File: config.mk
export PLATFORM = sky130hd
export DESIGN_NAME = nkc_queue
export DESIGN_NICKNAME = d
export VERILOG_FILES = /design/src/hdl/nkc_pkg.sv /design/src/hdl/nkc_queue.sv
export SDC_FILE = /design/constraint.sdc
export NUM_CORES = 1
export LEC_CHECK = 0
export ABC_AREA = 1
export BUFFER_PORTS_ARGS = -buffer_cell sky130_fd_sc_hd__buf_2
export CORE_MARGIN = 2
export CORE_UTILIZATION = 45
export DETAILED_ROUTE_END_ITERATION = 12
export PLACE_DENSITY = 0.81
export SLEW_MARGIN = 20
export SYNTH_ARGS = -nofsm -noshare
export SYNTH_HDL_FRONTEND = slang
export SYNTH_SLANG_ARGS = --single-unit
File: constraint.sdc
create_clock -name clk -period 1.5 [get_ports clk]
set_input_delay 0.3 -clock clk [delete_from_list [all_inputs] [get_ports clk]]
set_output_delay 0.3 -clock clk [all_outputs]
set_load 0.02 [all_outputs]
File: src/hdl/nkc_pkg.sv
// ----------------------------------------------------------------------------
// nkc_pkg
// Shared types and constants for the N-of-K membership counter.
// ----------------------------------------------------------------------------
package nkc_pkg;

    localparam int ID_W        = 16;
    localparam int THRESH_W    = 8;
    localparam int LIMIT_W     = 17;
    localparam int APB_ADDR_W  = 4;
    localparam int APB_DATA_W  = 32;
    localparam int QUEUE_DEPTH = 2;

    localparam logic OP_COUNT  = 1'b0;
    localparam logic OP_REPORT = 1'b1;

    localparam logic [1:0] REG_THRESHOLD  = 2'd0;
    localparam logic [1:0] REG_EXACT_MODE = 2'd1;
    localparam logic [1:0] REG_ID_LIMIT   = 2'd2;

    localparam logic [THRESH_W-1:0] THRESHOLD_RST = 8'd1;
    localparam logic [LIMIT_W-1:0]  ID_LIMIT_RST  = 17'h10000;

    typedef struct packed {
        logic            op;
        logic [ID_W-1:0] id;
        logic            hit;
    } item_t;

    typedef struct packed {
        logic [THRESH_W-1:0] threshold;
        logic                exact_mode;
        logic [LIMIT_W-1:0]  id_limit;
    } cfg_t;

    typedef struct packed {
        logic clearing;
    } stat_t;

endpackage

File: src/hdl/nkc_queue.sv
// ----------------------------------------------------------------------------
// nkc_queue
// Short item queue between the classifying front and the counter back end.
// ----------------------------------------------------------------------------
module nkc_queue
    import nkc_pkg::*;
(
    input  logic  clk,
    input  logic  rst_n,
    input  logic  push,
    input  item_t push_item,
    output logic  full,
    input  logic  pop,
    output item_t head_item,
    output logic  empty
);

    localparam int PTR_W = (QUEUE_DEPTH > 1) ? $clog2(QUEUE_DEPTH) : 1;
    localparam int CNT_W = $clog2(QUEUE_DEPTH + 1);

    item_t            slot_reg [QUEUE_DEPTH];
    logic [PTR_W-1:0] wr_ptr_reg, wr_ptr_next;
    logic [PTR_W-1:0] rd_ptr_reg, rd_ptr_next;
    logic [CNT_W-1:0] count_reg, count_next;

    assign full      = (count_reg == CNT_W'(QUEUE_DEPTH));
    assign empty     = (count_reg == '0);
    assign head_item = slot_reg[rd_ptr_reg];

    always_comb
    begin
        wr_ptr_next = wr_ptr_reg;
        rd_ptr_next = rd_ptr_reg;
        count_next  = count_reg;
        if (push)
        begin
            wr_ptr_next = (wr_ptr_reg == PTR_W'(QUEUE_DEPTH - 1)) ? '0 : wr_ptr_reg + 1'b1;
        end
        if (pop)
        begin
            rd_ptr_next = (rd_ptr_reg == PTR_W'(QUEUE_DEPTH - 1)) ? '0 : rd_ptr_reg + 1'b1;
        end
        if (push && !pop)
        begin
            count_next = count_reg + 1'b1;
        end
        else if (pop && !push)
        begin
            count_next = count_reg - 1'b1;
        end
    end

    always_ff @(posedge clk or negedge rst_n)
    begin
        if (!rst_n)
        begin
            wr_ptr_reg <= '0;
            rd_ptr_reg <= '0;
            count_reg  <= '0;
        end
        else
        begin
            wr_ptr_reg <= wr_ptr_next;
            rd_ptr_reg <= rd_ptr_next;
            count_reg  <= count_next;
        end
    end

    always_ff @(posedge clk)
    begin
        if (push)
        begin
            slot_reg[wr_ptr_reg] <= push_item;
        end
    end

endmodule

==> impl_metrics.json <==
{
  "setup_ws_ns": -0.2303,
  "status": "finished with violations",
  "via_per_inst": 4.680,
  "hold_class": "input port to flop",
  "num_vias": 847,
  "rows": 21,
  "area_growth_pct": 29.77,
  "worst-setup-path-type": "flop to output pin",
  "fin_util_pct": 60.48,
  "grt_pass1_wl_um": 4126,
  "max-vdd-ir-drop_mv": 0.9598,
  "antenna_found_initial": 0,
  "clockBufferDepth": 2,
  "tns_ns": -3.691,
  "htreeDepth": 2,
  "synth_top_area_share_pct": 69.51,
  "regArea_mm2": 0.001182,
  "critical_path_required_ns": 1.20,
  "clock-skew-final_ns": 0.003499,
  "internal-power_uw": 2520,
  "n_fill_cell": 252,
  "cts_buffers": 5,
  "synthXorXnorAreaFrac_pct": 1.689,
  "yosysMostFrequentCell": "edfxtp_1",
  "avgSynthCellArea_um2": 19.20,
  "cts.sinks": 40,
  "root_buffer": "clkbuf_4",
  "multi_input_area_um2": 337.8,
  "setup_viol": 18,
  "die_h_um": 62.79,
  "synth_top_family_by_area": "multiplexers",
  "drv_cap": 0,
  "fin_crit_ns": 1.730,
  "synth-seq-cells": 40,
  "yosysWarnings": 0,
  "fmax_mhz": 577.9,
  "leakage_uw": 0.0008529,
  "violations": "setup timing",
  "synthFlopType": "edfxtp_1",
  "p_comb_share_pct": 43.8,
  "overflow": 0,
  "yosysUniqueCellTypes": 14,
  "clockPowerShare_pct": 13.0,
  "antenna_cells": 0,
  "die_area_mm2": 0.003943,
  "die_w_um": 62.79,
  "switching_share_pct": 32.48,
  "synth.net_count": 104,
  "final-max-slew-violation-count": 0,
  "relSlewSlack_pct": 82.92,
  "crit_fanout": 9,
  "drt_iter0_drc": 31,
  "drc": 0,
  "async_flop_share_pct": 10.00,
  "drive_gt1_share_pct": 53.33,
  "syn-instance-count": 81,
  "post-route-period-util_pct": 115.4,
  "grt_pass1_vias": 921,
  "layout.nets": 157,
  "rsz0062_at_grt": "yes",
  "ys_seq_area_share_pct": 75.95,
  "netSwitchingPower_uw": 1212,
  "clk_latency_ns": 0.33,
  "dp_slack_ns": 0.08937,
  "initial_core_util_pct": 46.61,
  "power.total_uw": 3733,
  "clk_pin_slew_worst_paths_ns": 0.10,
  "synth_fa_ha_area_share_pct": 0.8045,
  "boundaryPins": 42,
  "synthSimpleGateAreaFrac_pct": 2.655,
  "setup.worst_path.end_class": "output pin",
  "synth_area_mm2": 0.001555,
  "p_seq_share_pct": 43.3,
  "grt_use_total_pct": 14.45,
  "ant_nets": 0,
  "dp_hpwl_um": 1884,
  "largest_reg_flops": 36,
  "worstMarginPinSlew_ns": 0.2559,
  "arrival_ns": 1.43,
  "synth_common_cells": "36 x edfxtp_1, 9 x mux2_2, 9 x mux2_4, 7 x inv_1, 5 x nand2_1",
  "grt_max_degree": 19,
  "synth_compound_area_share_pct": 0,
  "powerDensity_mw_per_mm2": 1850,
  "tritoncts": "built",
  "muxShareOfSynthArea_pct": 15.21,
  "synth_edf_count": 36,
  "synth_top_area_cell": "edfxtp_1",
  "finalHoldViolCount": 0,
  "startpoint_type": "flop",
  "wl_per_cell_um": 15.09,
  "core-area_mm2": 0.003337,
  "finalHoldWorstSlack_ns": 0.1484,
  "synth_area_leaders": "edfxtp_1 70%, mux2_4 8.7%, mux2_2 6.5%",
  "totalWireLength_um": 2732,
  "portBuffers": 41,
  "gp_congestion": 0.6224,
  "first_pass_iters": 4
}
cell type report:
type,instances,area share [%]
Clock buffer,7,2.232
Tap cell,46,2.852
Clock inverter,1,0.1860
Timing Repair Buffer,48,18.10
Multi-Input combinational cell,32,16.74
Inverter,7,1.302
Sequential cell,40,58.59
cell families (layout without fill, tap and decap cells):
group / Yosys count / after routing
XOR/XNOR: 3 / 3
adder cells (fa/ha/maj): 1 / 1
buffers and inverters: 9 / 63
flip-flops: 40 / 40
multiplexers: 18 / 18
AND/OR/NAND/NOR: 10 / 10
power groups by stage:
stage | sequential, uW | clock [uW] | combinational [uW]
after floorplan | 1580 | 0 | 989
after global placement | 1600 | 0 | 1310
after detailed placement | 1630 | 0 | 1340
after CTS | 1600 | 504 | 1380
after global routing | 1640 | 541 | 1730
final | 1610 | 484 | 1630
per-layer routing:
layer | GRT usage [%] | up-vias | share of wire [%]
li1 | - | 402 | -
met1 | 13.01 | 411 | 37
met2 | 27.82 | 29 | 56
met3 | 4.685 | 5 | 4.6
met4 | 8.056 | 0 | 2.0
met5 | 0 | - | 0
worst max-delay path, stage by stage (launching register included):
cell       delay [ns]
dfrtp_2          0.46
clkbuf_16        0.19
mux2_4           0.30
buf_2            0.16
cell usage in the layout, fill, tap and decap left out, drive strengths merged:
cell	count
buf	46
clkbuf	8
clkinv	1
dfrtp	4
dlygate4sd3	1
edfxtp	36
ha	1
inv	7
mux2	18
nand2	5
nand3	1
nand4	1
nor2	3
xnor2	1
xor2	2
timing repair:
action / 4_1_cts / 5_1_grt
resized for setup: 1 / 25
hold buffers: 1 / 0
gates cloned: 0 / 1
setup buffers: 1 / 0
hold endpoints to repair: 4 / 0
endpoints found under the setup margin: 18 / 18
pin swaps: 0 / 0
per-stage QoR:
stage                     std cells  instance area, um2
after floorplan                  81                1558
after global placement          170                1844
after detailed placement        170                1844
after CTS                       180                1914
after global routing            181                2018
final                           181                2018
worst paths after layout:
kind | from | end | cells after the start | slack, ns
min in group asynchronous | rst_n | wr_ptr_reg | 2 | 0.28
min | push_item[5] | slot_reg[1][5] | 1 | 0.15
max reg2reg | wr_ptr_reg | slot_reg[0][2] | 2 | 0.30
max | rd_ptr_reg | head_item[10] | 3 | -0.23
max in group asynchronous | rst_n | rd_ptr_reg | 2 | 1.08
min reg2reg | wr_ptr_reg | wr_ptr_reg | 1 | 0.53
No activity file was read; power rests on OpenSTA's default activity.
