$ cat src/hdl/nkc_pkg.sv
// ----------------------------------------------------------------------------
// nkc_pkg
// Shared types and constants for the N-of-K membership counter.
// ----------------------------------------------------------------------------
package nkc_pkg;

    localparam int ID_W        = 16;
    localparam int THRESH_W    = 8;
    localparam int LIMIT_W     = 17;
    localparam int APB_ADDR_W  = 4;
    localparam int APB_DATA_W  = 32;
    localparam int QUEUE_DEPTH = 2;

    localparam logic OP_COUNT  = 1'b0;
    localparam logic OP_REPORT = 1'b1;

    localparam logic [1:0] REG_THRESHOLD  = 2'd0;
    localparam logic [1:0] REG_EXACT_MODE = 2'd1;
    localparam logic [1:0] REG_ID_LIMIT   = 2'd2;

    localparam logic [THRESH_W-1:0] THRESHOLD_RST = 8'd1;
    localparam logic [LIMIT_W-1:0]  ID_LIMIT_RST  = 17'h10000;

    typedef struct packed {
        logic            op;
        logic [ID_W-1:0] id;
        logic            hit;
    } item_t;

    typedef struct packed {
        logic [THRESH_W-1:0] threshold;
        logic                exact_mode;
        logic [LIMIT_W-1:0]  id_limit;
    } cfg_t;

    typedef struct packed {
        logic clearing;
    } stat_t;

endpackage

$ cat src/hdl/nkc_front.sv
// ----------------------------------------------------------------------------
// nkc_front
// Configuration registers, input handshake and id range classification.
// ----------------------------------------------------------------------------
module nkc_front
    import nkc_pkg::*;
#(
    parameter int ID_SPACE = 65536
) (
    input  logic                  clk,
    input  logic                  rst_n,
    input  logic                  psel,
    input  logic                  penable,
    input  logic                  pwrite,
    input  logic [APB_ADDR_W-1:0] paddr,
    input  logic [APB_DATA_W-1:0] pwdata,
    output logic [APB_DATA_W-1:0] prdata,
    output logic                  pready,
    input  logic                  in_valid,
    output logic                  in_stall,
    input  logic                  operation,
    input  logic [ID_W-1:0]       member_id,
    input  logic                  q_full,
    input  stat_t                 stat,
    output logic                  push,
    output item_t                 push_item,
    output cfg_t                  cfg
);

    cfg_t       cfg_reg, cfg_next;
    logic [1:0] reg_index;
    logic       wr_fire;

    assign pready    = 1'b1;
    assign reg_index = paddr[APB_ADDR_W-1:2];
    assign wr_fire   = psel && penable && pwrite;

    always_comb
    begin
        cfg_next = cfg_reg;
        if (wr_fire)
        begin
            case (reg_index)
                REG_THRESHOLD:  cfg_next.threshold  = pwdata[THRESH_W-1:0];
                REG_EXACT_MODE: cfg_next.exact_mode = pwdata[0];
                REG_ID_LIMIT:   cfg_next.id_limit   = pwdata[LIMIT_W-1:0];
                default:        cfg_next = cfg_reg;
            endcase
        end
    end

    always_comb
    begin
        case (reg_index)
            REG_THRESHOLD:  prdata = APB_DATA_W'(cfg_reg.threshold);
            REG_EXACT_MODE: prdata = APB_DATA_W'(cfg_reg.exact_mode);
            REG_ID_LIMIT:   prdata = APB_DATA_W'(cfg_reg.id_limit);
            default:        prdata = '0;
        endcase
    end

    always_ff @(posedge clk or negedge rst_n)
    begin
        if (!rst_n)
        begin
            cfg_reg.threshold  <= THRESHOLD_RST;
            cfg_reg.exact_mode <= 1'b0;
            cfg_reg.id_limit   <= ID_LIMIT_RST;
        end
        else
        begin
            cfg_reg <= cfg_next;
        end
    end

    // id is counted only below both the programmed limit and the id space
    assign in_stall      = q_full || stat.clearing;
    assign push          = in_valid && !in_stall;
    assign push_item.op  = operation;
    assign push_item.id  = member_id;
    assign push_item.hit = (32'(member_id) < 32'(cfg_reg.id_limit))
                        && (32'(member_id) < 32'(ID_SPACE));
    assign cfg           = cfg_reg;

endmodule

$ cat config.mk
export PLATFORM = sky130hd
export DESIGN_NAME = nkc_front
export DESIGN_NICKNAME = d
export VERILOG_FILES = /design/src/hdl/nkc_pkg.sv /design/src/hdl/nkc_front.sv
export SDC_FILE = /design/constraint.sdc
export NUM_CORES = 1
export LEC_CHECK = 0
export ABC_AREA = 1
export BUFFER_PORTS_ARGS = -buffer_cell sky130_fd_sc_hd__buf_4
export CORE_UTILIZATION = 45
export DETAILED_ROUTE_END_ITERATION = 10
export PLACE_DENSITY = 0.87
export RECOVER_POWER = 25
export SLEW_MARGIN = 0
export SYNTH_ARGS = -nofsm -noshare
export SYNTH_HDL_FRONTEND = slang
export SYNTH_SLANG_ARGS = --single-unit
$ cat constraint.sdc
create_clock -name clk -period 2.4 [get_ports clk]
set_input_delay 0.36 -clock clk [delete_from_list [all_inputs] [get_ports clk]]
set_output_delay 0.36 -clock clk [all_outputs]
set_load 0.01 [all_outputs]
==> flow_summary_export.csv, run 1 <==
group,metric,value,unit
logic_synthesis,synth_compound_area_share,14.5,%
detailed_routing,drtAntennaViolNets,0,
place,gp_congestion,0.701,
place,dp_hpwl,3400,um
sta,setup-tns-final,0,ns
pwr,worst_ir_drop_vdd,0.000348,V
sta,finalHoldViolCount,0,
logic_synthesis,synthesis.instances,246,
cells_and_area,final_util,64.1,%
detailed_routing,dr.first_iter.drc_count,66,
sta,tightest_slew,1.44,ns
clocking,root_buffer,"clkbuf_8",
cells_and_area,fin_cells,381,
pwr,p_per_area,626,nW/um^2
logic_synthesis,avgSynthCellArea,8.04,sq um
run,maxCapViolCount,0,
critical_path,cp_top_family,"simple AND/OR/NAND/NOR gates",
global_routing,grt_overflow,0,
critical_path,worstPathCellList,"inv_1 -> ha_1 -> nand2_1 -> nor2_1 -> nand3_1 -> nor2_1 -> nor2_1 -> nand2_1 -> inv_1 -> buf_4",
cells_and_area,largest_reg_flops,26,
global_routing,grt_pass1_vias,1483,
logic_synthesis,ys_seq_area_share,33.0,%
status,status,"complete, no violations",
clocking,path_clk_slew,0.10,ns
cells_and_area,diodes,0,
sta,rsz0062_at_grt,"false",
worst_hold_path,min_path_type,"in2reg",
critical_path,crit_required,2.04,ns
die,die-area,4660,sq um
sta,max_freq,489,MHz
clocking,hold_buffers,1,
critical_path,cp_slowest_cell,"dfrtp_1",
place,io_buffers,104,
global_routing,grt_pass1_wl,6360,um
pwr,power,1.65,mW
critical_path,slowest_delay,0.36,ns
sta,period_share,85.1,%
sta,slew-limit-headroom,3.93,%
critical_path,path_class,"reg2out",
logic_synthesis,muxShareOfSynthArea,0,%
global_routing,antenna_found_initial,0,
logic_synthesis,synth_top_family_by_area,"buffers and inverters",
place,dpl.cell_count,376,
critical_path,cp_common_cell,"nor2_1",
clocking,clock_sinks,26,
die,die_x,68.3,um
die,rows,23,
logic_synthesis,synth_fa_ha_area_share,9.49,%
critical_path,critical_path_arrival,1.68,ns
clocking,insertion_delay,0.27,ns
sta,finClkSkew,0,ns
sta,final_max_slew_viol_count,0,
die,ios,140,
die,coreArea,4120,sq um
detailed_routing,dr.pass1.iters,4,
logic_synthesis,synth_area,1980,sq um
clocking,post_cts_buffers,0,
critical_path,cp_max_fo,3,
detailed_routing,vias,1722,
sta,layout_min_cycle_time,2.04,ns
cells_and_area,area_growth,33.3,%
sta,holdWs,0.316,ns
clocking,cts-resized-gates,0,
detailed_routing,wl,4300,um
die,dieHeight,68.3,um
logic_synthesis,ys_warn_count,0,
critical_path,end_kind,"primary output",
logic_synthesis,ys_types,23,
critical_path,cp.buffers_inverters,3,
detailed_routing,routedWlPerCell,11.3,um
clocking,h-tree-depth,1,
global_routing,grt_use_total,18.4,%
clocking,tritoncts,"yes",
detailed_routing,routed_via_density,4.52,
logic_synthesis,synth-seq-cells,26,
pwr,p_leak,1.52,nW
logic_synthesis,synthSimpleGateAreaFrac,19.8,%
clocking,cts_buffers,3,
critical_path,critPathLaunchType,"flop",
global_routing,grt_max_degree,35,
cells_and_area,nets,408,
die,start_util,48.1,%
cells_and_area,drive_gt1_share,44.1,%
clocking,ctsLongestPathBuffers,2,
sta,setup-violations-final,0,
logic_synthesis,synth_xor_area_share,0,%
detailed_routing,drc,0,
==> worst min-delay path: cells and delay by family <==
kind,cells,cell delay [ns]
buf+inv,1,0.08
simple gates,1,0.03
compound gates,1,0.08
==> synth_stat cells, drive strengths merged <==
cell type	n	area, sq um
a21o	1	7.51
a21oi	13	98.9
and3	1	7.51
buf	38	313
conb	2	7.51
dfrtp	24	601
dfstp	2	52.6
ha	15	188
inv	37	139
nand2	54	218
nand3	4	20.0
nor2	30	140
o21ai	24	180
or2	1	6.26
==> stage by stage <==
stage / area (sq um) / setup slack, ns
after CTS: 2640 / 0.328
final: 2640 / 0.357
after global placement: 2560 / 0.583
after floorplan: 2030 / 0.814
after detailed placement: 2560 / 0.573
after global routing: 2640 / 0.139
==> cell type report <==
class / count / area (sq um)
clock buffer: 3 / 41.3
clock inverter: 1 / 30.0
fill: 382 / 1480
inverter: 37 / 139
multi-input combinational: 159 / 925
sequential: 26 / 653
tap: 50 / 62.6
timing repair buffer: 105 / 787
==> power by group <==
group / total (mW) / switching [mW] / internal [mW]
combinational: 0.682 / 0.344 / 0.337
sequential: 0.597 / 0.0651 / 0.532
clock: 0.374 / 0.150 / 0.223
==> final timing paths <==
check / startpoint / end / slack [ns] / cells after the start
max: cfg[8]$_DFFE_PN0P_ / push_item[0] / 0.36 / 10
max in group asynchronous: rst_n / cfg[2]$_DFFE_PN0P_ / 0.61 / 2
min reg2reg: cfg[18]$_DFFE_PN1P_ / cfg[18]$_DFFE_PN1P_ / 0.50 / 2
min in group asynchronous: rst_n / cfg[9]$_DFFE_PN0P_ / 0.95 / 2
max reg2reg: cfg[16]$_DFFE_PN1P_ / cfg[16]$_DFFE_PN1P_ / 1.62 / 2
min: pwdata[12] / cfg[12]$_DFFE_PN0P_ / 0.32 / 3
==> cell families after synthesis <==
logic type,count (synthesis)
buffers and inverters,75
flip-flops,26
AO/OA/AOI/OAI,38
adder cells (fa/ha/maj),15
AND/OR/NAND/NOR,90
other,2
==> per-layer routing <==
metal,up-vias,part of all wire [%],global-route usage [%]
li1,879,-,-
met1,766,42,21.3
met2,73,50,33.1
met3,4,7.4,4.50
met4,0,0.67,5.73
met5,-,0,0
==> cell usage in the layout (no fill, tap or decap) <==
cell             n
a21o_1           1
nor2_4           2
a21oi_1          4
o21ai_1          1
bufinv_16        1
or2_2            1
dlygate4sd3_1    1
nor2_1          23
inv_1           35
nor2_2           5
clkbuf_8         3
nand2_1         52
nand3_1          4
a21oi_2          9
buf_4          103
inv_2            2
ha_1            15
and3_1           1
conb_1          16
dfrtp_1         24
clkbuf_1         1
o21ai_2         16
nand2_4          2
o21ai_0          7
dfstp_2          2
No activity file was read; power rests on OpenSTA's default activity.
==> run 2, diff against run 1 <==
--- a/config.mk
+++ b/config.mk
@@ -7,9 +7,10 @@
 export LEC_CHECK = 0
 export ABC_AREA = 1
 export BUFFER_PORTS_ARGS = -buffer_cell sky130_fd_sc_hd__buf_4
-export CORE_UTILIZATION = 45
+export CORE_UTILIZATION = 30
 export DETAILED_ROUTE_END_ITERATION = 10
-export PLACE_DENSITY = 0.87
+export GPL_TIMING_DRIVEN = 0
+export PLACE_DENSITY = 0.72
 export RECOVER_POWER = 25
 export SLEW_MARGIN = 0
 export SYNTH_ARGS = -nofsm -noshare
==> run 2 against run 1 <==
  * Sequential power barely moved
  * Sequential share of layout area decreased by 2.9 points
  * Critical endpoint unchanged
  * First-iteration DRC count grew 6.1%
  * Largest cell class is now buffers
==> flow_summary_export.csv, run 2 (synthesis gave the netlist of run 1 again) <==
group,metric,value,unit
status,status,"complete, no violations",
pwr,clockPowerShare,21.9,%
detailed_routing,route.met2.wl,2580,um
sta,rsz0062_at_grt,"false",
cells_and_area,final_common_cell,"buf_4",
clocking,tritoncts,"yes",
clocking,clock_sinks,26,
detailed_routing,vias,1893,
sta,period_share,86.4,%
die,dieHeight,83.2,um
die,rows,29,
critical_path,crit_required,2.04,ns
pwr,cellInternalPower,1.13,mW
pwr,power_switching,581,uW
detailed_routing,wl,5210,um
pwr,swShare,33.9,%
detailed_routing,dr.first_iter.drc_count,70,
global_routing,grt_use_total,14.7,%
pwr,pwr-share-comb,43.1,%
global_routing,antenna_found_initial,0,
global_routing,grt_pass1_vias,1734,
sta,finClkSkew,0,ns
detailed_routing,drtAntennaViolNets,0,
detailed_routing,route.met3.wl,445,um
detailed_routing,routed_via_density,4.23,
global_routing,grt_max_degree,27,
global_routing,grt_overflow,0,
clocking,cts-resized-gates,0,
pwr,worst_ir_drop_vdd,0.000305,V
detailed_routing,top_layer,"met4",
clocking,root_buffer,"clkbuf_8",
cells_and_area,area_growth,50.9,%
clocking,insertion_delay,0.28,ns
critical_path,end_kind,"primary output",
sta,tightest_slew,1.48,ns
cells_and_area,nets,447,
cells_and_area,fill_cells,656,
pwr,p_leak,1.71,nW
die,die-area,6920,sq um
critical_path,critical_path_arrival,1.71,ns
critical_path,critPathLaunchType,"flop",
clocking,cts_buffers,3,
detailed_routing,routedWlPerCell,11.7,um
run,maxCapViolCount,0,
die,ios,140,
sta,slew-limit-headroom,1.15,%
place,io_buffers,105,
cells_and_area,diodes,0,
global_routing,grt_pass1_wl,8200,um
clocking,ctsLongestPathBuffers,2,
critical_path,cp_max_fo,3,
die,coreArea,6350,sq um
pwr,p_per_area,574,nW/um^2
die,start_util,31.2,%
place,dp_hpwl,4210,um
cells_and_area,layout_common_cells,"buf_4, nand2_1, inv_1",
sta,finalHoldViolCount,0,
sta,holdWs,0.314,ns
pwr,pwr-share-seq,35.0,%
detailed_routing,dr.pass1.iters,4,
critical_path,path_class,"reg2out",
detailed_routing,wl_met1,2110,um
place,gp_congestion,0.729,
clocking,h-tree-depth,1,
detailed_routing,drc,0,
clocking,path_clk_slew,0.10,ns
cells_and_area,drive_gt1_share,49.7,%
sta,max_freq,482,MHz
worst_hold_path,min_path_type,"in2reg",
sta,final_max_slew_viol_count,0,
sta,setup-tns-final,0,ns
sta,layout_min_cycle_time,2.07,ns
die,die_x,83.2,um
cells_and_area,largest_reg_flops,26,
sta,setup-violations-final,0,
run 2: cell types whose count changed in the layout (fill, tap and decap cells not counted), sizes merged:
cell / before / now
buf: 103 / 142
run 2: routing by layer:
layer	up-vias	GRT usage, %
met5	-	0
li1	962	-
met3	6	3.38
met4	0	4.08
met1	841	18.7
met2	84	24.8
run 2: area by class of cell:
type,count,area (sq um),area share (%)
flip-flops and latches,26,653,21.9
multi-input cells,159,917,30.7
inverters,37,139,4.65
repair buffers,106,795,26.6
clock inverters,1,30.0,1.01
well taps,77,96.3,3.23
clock buffers,3,41.3,1.38
plain buffers,38,313,10.5
run 2: metrics by stage:
stage / util (%) / total power [mW] / worst slack [ns] / std cells / cell area, sq um
floorplan: - / 0.999 / 0.814 / 260 / 2030
finish: 47.0 / 1.71 / 0.326 / 447 / 2980
CTS: 47.2 / 1.74 / 0.305 / 447 / 3000
detailed placement: 45.9 / 1.36 / 0.571 / 442 / 2920
global placement: 45.9 / 1.34 / 0.583 / 442 / 2920
global route: 47.0 / 1.84 / 0.135 / 447 / 2980
run 2: power by group through the flow:
stage	Sequential (mW)	Clock [mW]	Combinational, mW
global route	0.614	0.404	0.823
finish	0.600	0.375	0.738
global placement	0.605	0	0.732
floorplan	0.641	0	0.358
CTS	0.600	0.386	0.752
detailed placement	0.608	0	0.749
run 2: path summary, 6_finish.rpt:
check                                          from                  end  slack (ns)  depth (start not counted)
min in group asynchronous                     rst_n  cfg[10]$_DFFE_PN0P_        0.97                          2
worst max-delay path             cfg[4]$_DFFE_PN0P_         push_item[0]        0.33                         10
worst min register to register  cfg[18]$_DFFE_PN1P_  cfg[18]$_DFFE_PN1P_        0.51                          2
worst min-delay path                      pwdata[8]   cfg[8]$_DFFE_PN0P_        0.31                          3
max in group asynchronous                     rst_n   cfg[2]$_DFFE_PN0P_        0.57                          2
worst max register to register  cfg[16]$_DFFE_PN1P_  cfg[16]$_DFFE_PN1P_        1.59                          2
run 2: worst max-delay path, stage by stage, from the launching register on:
cell	delay, ns
dfrtp_1	0.38
inv_1	0.06
ha_1	0.29
nand2_1	0.08
nor2_1	0.13
nand3_1	0.11
nor2_1	0.11
nor2_1	0.05
nand2_1	0.05
inv_1	0.04
buf_4	0.13
run 2: timing repair:
item	CTS	global route
setup buffers	0	0
hold endpoints to repair	24	0
hold buffers	1	0
